### src/rtl/core/assert_macros.svh
// ----------------------------------------------------------------------------
// Assertion macros
// Shared concurrent assertion shorthands for the page walker RTL.
// ----------------------------------------------------------------------------
`ifndef ASSERT_MACROS_SVH
`define ASSERT_MACROS_SVH

`ifndef ASSERT_OFF

// expression must hold at every clock edge outside reset
`define ASSERT_ALWAYS(label, clk, rst, expr) \
   label: assert property (@(posedge clk) disable iff (rst) (expr)) \
      else $error("%m: assertion failed");

// consequent must hold in the same cycle as the antecedent
`define ASSERT_IMPLY(label, clk, rst, ante, cons) \
   label: assert property (@(posedge clk) disable iff (rst) (ante) |-> (cons)) \
      else $error("%m: assertion failed");

`else

`define ASSERT_ALWAYS(label, clk, rst, expr)
`define ASSERT_IMPLY(label, clk, rst, ante, cons)

`endif

`endif

### src/rtl/core/pgw_pkg.sv
// ----------------------------------------------------------------------------
// Page walker package
// Shared types, field widths and entry-format constants for the walker.
// ----------------------------------------------------------------------------
package pgw_pkg;

   // defaults for the top-level parameters
   localparam int DEF_MEM_WORDS       = 65536;
   localparam int DEF_MAX_RANGE_BYTES = 4194304;

   // field widths
   localparam int ADDR_W  = 32;
   localparam int WORD_W  = 32;
   localparam int RANGE_W = 23;
   localparam int WIDX_W  = 16;
   // running length may overshoot the request by up to one page
   localparam int LEN_W   = RANGE_W + 1;

   localparam int REQ_TDATA_W = 104;
   localparam int RSP_TDATA_W = 88;

   // entry format
   localparam int PAGE_SHIFT  = 12;
   localparam int BIG_SHIFT   = 22;
   localparam int PAGE_BYTES  = 4096;
   localparam int BIT_PRESENT = 0;
   localparam int BIT_BIG     = 7;

   // front-to-back queue
   localparam int Q_DEPTH = 2;
   localparam int Q_AW    = $clog2(Q_DEPTH);
   localparam int CNT_W   = $clog2(Q_DEPTH + 1);

   typedef enum logic [1:0] {
      OP_WRITE  = 2'd0,
      OP_LOOKUP = 2'd1,
      OP_RANGE  = 2'd2,
      OP_NONE   = 2'd3
   } op_type;

   typedef struct packed {
      op_type               op;
      logic [ADDR_W-1:0]    virtual_address;
      logic [RANGE_W-1:0]   req_len;        // already clamped to 1..max
      logic [WIDX_W-1:0]    word_index;
      logic [WORD_W-1:0]    word_data;
   } item_type;

   typedef struct packed {
      logic pop;
      logic clearing;
   } back_status_type;

endpackage

### src/rtl/core/pgw_front.sv
// ----------------------------------------------------------------------------
// Page walker front end
// Takes request beats, drops the unused opcode, clamps the range length and
// queues work items for the walker.
// ----------------------------------------------------------------------------
`include "assert_macros.svh"

module pgw_front #(
   parameter int MAX_RANGE_BYTES = pgw_pkg::DEF_MAX_RANGE_BYTES
) (
   input  logic                            clock,
   input  logic                            reset,
   input  logic                            req_valid,
   output logic                            req_ready,
   input  pgw_pkg::op_type                 req_op,
   input  logic [pgw_pkg::ADDR_W-1:0]      req_virtual_address,
   input  logic [pgw_pkg::RANGE_W-1:0]     req_range_bytes,
   input  logic [pgw_pkg::WIDX_W-1:0]      req_word_index,
   input  logic [pgw_pkg::WORD_W-1:0]      req_word_data,
   input  pgw_pkg::back_status_type        status,
   output logic                            q_valid,
   output pgw_pkg::item_type               q_item
);
   import pgw_pkg::*;

   item_type               queue_ff [Q_DEPTH];
   logic [Q_AW-1:0]        head_ff, head_in;
   logic [Q_AW-1:0]        tail_ff, tail_in;
   logic [CNT_W-1:0]       count_ff, count_in;
   logic                   push;
   logic [RANGE_W-1:0]     len_clamped;
   item_type               new_item;

   // zero means one byte; saturate at the configured maximum
   always_comb begin
      if (req_range_bytes == '0) begin
         len_clamped = RANGE_W'(1);
      end else if (ADDR_W'(req_range_bytes) > ADDR_W'(MAX_RANGE_BYTES)) begin
         len_clamped = RANGE_W'(MAX_RANGE_BYTES);
      end else begin
         len_clamped = req_range_bytes;
      end
   end

   always_comb begin
      new_item.op              = req_op;
      new_item.virtual_address = req_virtual_address;
      new_item.req_len         = len_clamped;
      new_item.word_index      = req_word_index;
      new_item.word_data       = req_word_data;
   end

   assign req_ready = !status.clearing && (count_ff < CNT_W'(Q_DEPTH));
   assign push      = req_valid && req_ready && (req_op != OP_NONE);
   assign q_valid   = (count_ff != '0);
   assign q_item    = queue_ff[head_ff];

   always_comb begin
      head_in  = status.pop ? head_ff + Q_AW'(1) : head_ff;
      tail_in  = push ? tail_ff + Q_AW'(1) : tail_ff;
      count_in = count_ff;
      case ({push, status.pop})
         2'b10:   count_in = count_ff + CNT_W'(1);
         2'b01:   count_in = count_ff - CNT_W'(1);
         default: count_in = count_ff;
      endcase
   end

   always_ff @(posedge clock) begin
      if (reset) begin
         head_ff  <= '0;
         tail_ff  <= '0;
         count_ff <= '0;
      end else begin
         head_ff  <= head_in;
         tail_ff  <= tail_in;
         count_ff <= count_in;
      end
   end

   always_ff @(posedge clock) begin
      if (push) begin
         queue_ff[tail_ff] <= new_item;
      end
   end

   `ASSERT_IMPLY(a_pop_nonempty, clock, reset, status.pop, count_ff != '0)
   `ASSERT_ALWAYS(a_count_bound, clock, reset, count_ff <= CNT_W'(Q_DEPTH))

endmodule

### config.mk
export PLATFORM = sky130hd
export DESIGN_NAME = pgw_front
export DESIGN_NICKNAME = d
export VERILOG_FILES = /design/src/rtl/core/pgw_pkg.sv /design/src/rtl/core/pgw_front.sv
export VERILOG_INCLUDE_DIRS = /design/src /design/src/rtl/core
export SDC_FILE = /design/constraint.sdc
export NUM_CORES = 1
export LEC_CHECK = 0
export BUFFER_PORTS_ARGS = -buffer_cell sky130_fd_sc_hd__buf_4
export CORE_MARGIN = 5
export CORE_UTILIZATION = 47
export DETAILED_ROUTE_END_ITERATION = 10
export PLACE_DENSITY = 0.8
export REMOVE_ABC_BUFFERS = 1
export SYNTH_ARGS = -nofsm -noshare
export SYNTH_HDL_FRONTEND = slang
export SYNTH_SLANG_ARGS = --single-unit
### constraint.sdc
create_clock -name clock -period 5.04 [get_ports clock]
set_input_delay 0.252 -clock clock [delete_from_list [all_inputs] [get_ports clock]]
set_output_delay 0.252 -clock clock [all_outputs]
set_load 0.01 [all_outputs]
-- After elaboration in Yosys (flattened, before gate mapping)
Memory sizes are Yosys's and may differ from the RTL's. A register that Yosys moved wholly into a read port is not among the register bits.
Cells that the tools add are included.
- flip-flop bits (word level): 4
- bits in writable memories: 210
- input bits: 110
- output and inout port bits: 107
- logic and storage cells: 27
- memories: 1
- memories (name ; words ; width ; read ports ; clocked after Yosys merged registers in ; wr ports ; line ; source):
    queue_ff ; 2 ; 105 ; 1 ; 1 ; 1 ; pgw_front.sv:26 ; item_type queue_ff [Q_DEPTH];
- add/sub/neg operators: 4
- magnitude comparators: 2
- eq/ne operators: 3
- mux-type cells: 7
- reductions and logical operators: 7
- operator list (cell ; count):
    $mux 23 ; 2
    $gt 23x23->1 const B ; 1
    $logic_not 23->1 ; 1
    $mux 1 ; 4
    $pmux 2 s2 ; 1
    $reduce_bool 2->1 ; 2
    $logic_and 1x1->1 ; 3
    $add 1x1->1 const B ; 2
    $add 2x1->2 const B ; 1
    $eq 2x1->1 const B ; 1
    $eq 2x2->1 const B ; 1
    $lt 2x2->1 const B ; 1
    $ne 2x2->1 const B ; 1
    $sub 2x1->2 const B ; 1
    $logic_not 1->1 ; 1

-- Logic depth before layout (Yosys ltp)
- word-level depth: 6
- mapped depth: 6
- mapped depth without buffers: 6

-- Least setup slack after synthesis
OpenSTA, ideal clock, no wires.
- path type: register to register
- start: reg count_ff[1]
- end: mem queue_ff[0][0] in the netlist's numbering, enable pin
- library setup time: 0.570 ns
- arrival: 5.118 ns
- slack: -0.649 ns
- cell stages (with the launch flop): 4
- cells stage by stage: dfxtp_1 -> nor2_1 -> nand3_1 -> nor2_1
- word-level cells in the longest chain between the ends: 6
- RTL lines (element ; line ; source):
    start, declared ; pgw_front.sv:29 ; logic [CNT_W-1:0] count_ff, count_in;
    start signal, assigned ; pgw_front.sv:77 ; count_ff <= count_in;
    $lt 2x2->1 ; pgw_front.sv:53 ; assign req_ready = !status.clearing && (count_ff < CNT_W'(Q_DEPTH));
    $logic_and 1x1->1 ; pgw_front.sv:53 ;
    via req_ready ; pgw_front.sv:14 ; output logic req_ready,
    $logic_and 1x1->1 (2 in a row) ; pgw_front.sv:54 ; assign push = req_valid && req_ready && (req_op != OP_NONE);
    $mux 1 ; pgw_front.sv:82 ; if (push) begin
    $mux 1 (implied by the code) ; pgw_front.sv:83 ; queue_ff[tail_ff] <= new_item;
    end, declared ; pgw_front.sv:26 ;
The timed path passes the listed nets, and every way through them passes these cells.

==> metrics.cfg <==
[cts]
cts_setup_buffers=0
cts_tree=done
clockBufferDepth=3
clk_latency_ns=0.48
hold_buffers=83
ctsHtreeMaxLevel=1
cts-root-buf=clkbuf_16
cts.clk_slew.worst_paths_ns=0.05
cts.repair.resized=0
numClockSinks=215
cts_inserted_buffers=22

[die]
dieWidth_um=140.4
pin_count=217
start_util_pct=48.04
core_um2=16640
fp.dieH_um=140.4
die-area_um2=19720
rows=47

[cells_and_area]
final_area_um2=11330
diodes=0
syn_to_final_growth_pct=41.71
final_nets=810
drive_above_1_share_pct=35.71

[routing]
wire_per_inst_um=18.48
wl_um=17260
drcViolationCount=0
firstDrtPassIters=4
ant_nets=0
dr.first_iter.drc_count=182
num_vias=4561
vias_per_cell=4.883

[synthesis]
synth_cell_types=25
synth_area_um2=7995
synth_flop_cell=edfxtp_1
synthArstFlopShare_pct=0
synth-edff-count=210
yosysSeqAreaShare_pct=80.13
yosysMostFrequentCell=edfxtp_1
synth.top_cell.area_share_pct=78.87
ys_warn_count=0
netlist_instances=385
synth_area_leaders=edfxtp_1 (79%), mux2_1 (15%), dfxtp_1 (1.3%)
yosys-top-cells-count=edfxtp_1 (210), mux2_1 (105), nor2b_1 (13), and2_1 (8), nor2_1 (8)
synth_top_cell_by_area=edfxtp_1
synth.avg_cell_area_um2=20.77
synth-seq-cells=215

[sta]
setup_slack_ns=2.152
tightest_slew_ns=0.9362
slew_viol_final=0
hold_viol=0
setup_viol=0
min_period_ns=2.889
timing.hold.ws_ns=0.06007
relSlewSlack_pct=37.59
rsz0062_at_grt=false
finalClockSkew_ns=0.01497
fmax_mhz=346.2
period_share_pct=57.31

[run_status]
status=finished, final reports clean

[placement]
post-dp-hpwl_um=11160
port_buffers=216
gp_congestion=0.7555
dpl_cell_area_um2=9848
pre_cts_ws_ns=2.411

[global_route]
top_usage_layer=met2
antenna_found_initial=0
grt_pass1_wl_um=26080
use_met2_pct=29.33
grt_max_degree=68
met1_usage_pct=19.89
gr-usage-met3_pct=5.283
track_usage_pct=16.62
grt_overflow=0
grt_pass1_vias=5037

[worst_setup_path]
crit_type=flop to output port
r2r_start=count_ff[1]
r2r_slack_ns=2.45
cp.arrival_ns=2.64
ff2ff_path_depth=4
critPathLaunchType=flop
r2r-end=queue_ff[1][55]
endpoint_kind=output port
cp_max_fo=67
crit_required_ns=4.79

[power_and_ir_drop]
p_leak_nw=4.223
cellPowerDensity_nw_per_um2=352.5
power.total_mw=3.994
ir_drop_mv=0.2672

[worst_hold_path]
whs_path_depth=3
worstHoldStart=status[1]
hp-class=primary input to flop

[job]
timing.max_cap.violations=0

## per-layer routing
layer,routed length (µm),vias to the layer above
met5,0,-
met4,292,0
met3,1437,30
met2,8969,181
met1,6562,2223
li1,-,2127
## cells in the final DEF (no fill, tap or decap), drive strengths merged
| master | n |
|---|---|
| buf | 221 |
| edfxtp | 210 |
| mux2 | 105 |
| dlygate4sd3 | 83 |
| clkbuf | 27 |
| nor2b | 13 |
| clkinv | 11 |
| and2 | 8 |
| nor2 | 8 |
| nor4 | 5 |
| dfxtp | 5 |
| xnor2 | 3 |
| nand2 | 2 |
| o21ai | 2 |
| inv | 2 |
| nand4 | 1 |
| nor3 | 1 |
| o21a | 1 |
| or2 | 1 |
| nand3 | 1 |
| xor2 | 1 |
| or3 | 1 |
| a21oi | 1 |
| ha | 1 |
## critical path: stages, from the launching register on
cell	delay, ns
dfxtp_4	0.93
buf_4	0.60
mux2_1	0.42
buf_4	0.16
## state kept, by name (all words and copies together) (netlist names), named ones only
name      count
count_ff      2
queue_ff    210
head_ff       1
tail_ff       1
## through the flow
stage,cells,utilization [%],TNS [ns]
after floorplan,371,-,-136.25
after global placement,812,59.18,0
after detailed placement,812,59.18,0
after CTS,934,68.08,0
after global routing,934,68.08,0
final,934,68.08,0
## how the worst max path moves through the flow
stage / endpoint / slack [ns] / start
3_3_place_gp: queue_ff[0][38] / 2.56 / status[0]
5_1_grt: q_item[59] / 2.01 / flop
3_5_place_dp: queue_ff[1][100] / 2.41 / status[0]
4_1_cts: q_item[59] / 2.07 / flop
2_1_floorplan: queue_ff[0][0] / -0.65 / count_ff[1]
6_report: q_item[59] / 2.15 / flop
## cells by family after synthesis
group / count (synthesis) / synth area share [%]
multiplexers: 105 / 14.79
flip-flops: 215 / 80.13
AND/OR/NAND/NOR: 41 / 2.864
adder cells (fa/ha/maj): 1 / 0.1565
buffers and inverters: 15 / 1.299
AO/OA/AOI/OAI: 4 / 0.3286
XOR/XNOR: 4 / 0.4383
## cell type report
class,instances,area [µm²]
Clock buffer,27,590.6
Clock inverter,12,60.06
Fill cell,1054,5313
Inverter,1,3.754
Multi-Input combinational cell,155,1500
Sequential cell,215,6410
Tap cell,220,275.3
Timing Repair Buffer,304,2490
## report_power, final
group | switching (mW) | total, mW | internal [mW]
clock network | 0.613 | 1.45 | 0.833
logic | 0.209 | 0.471 | 0.262
registers | 0.0371 | 2.08 | 2.04
(Power assumes the default switching activity.)
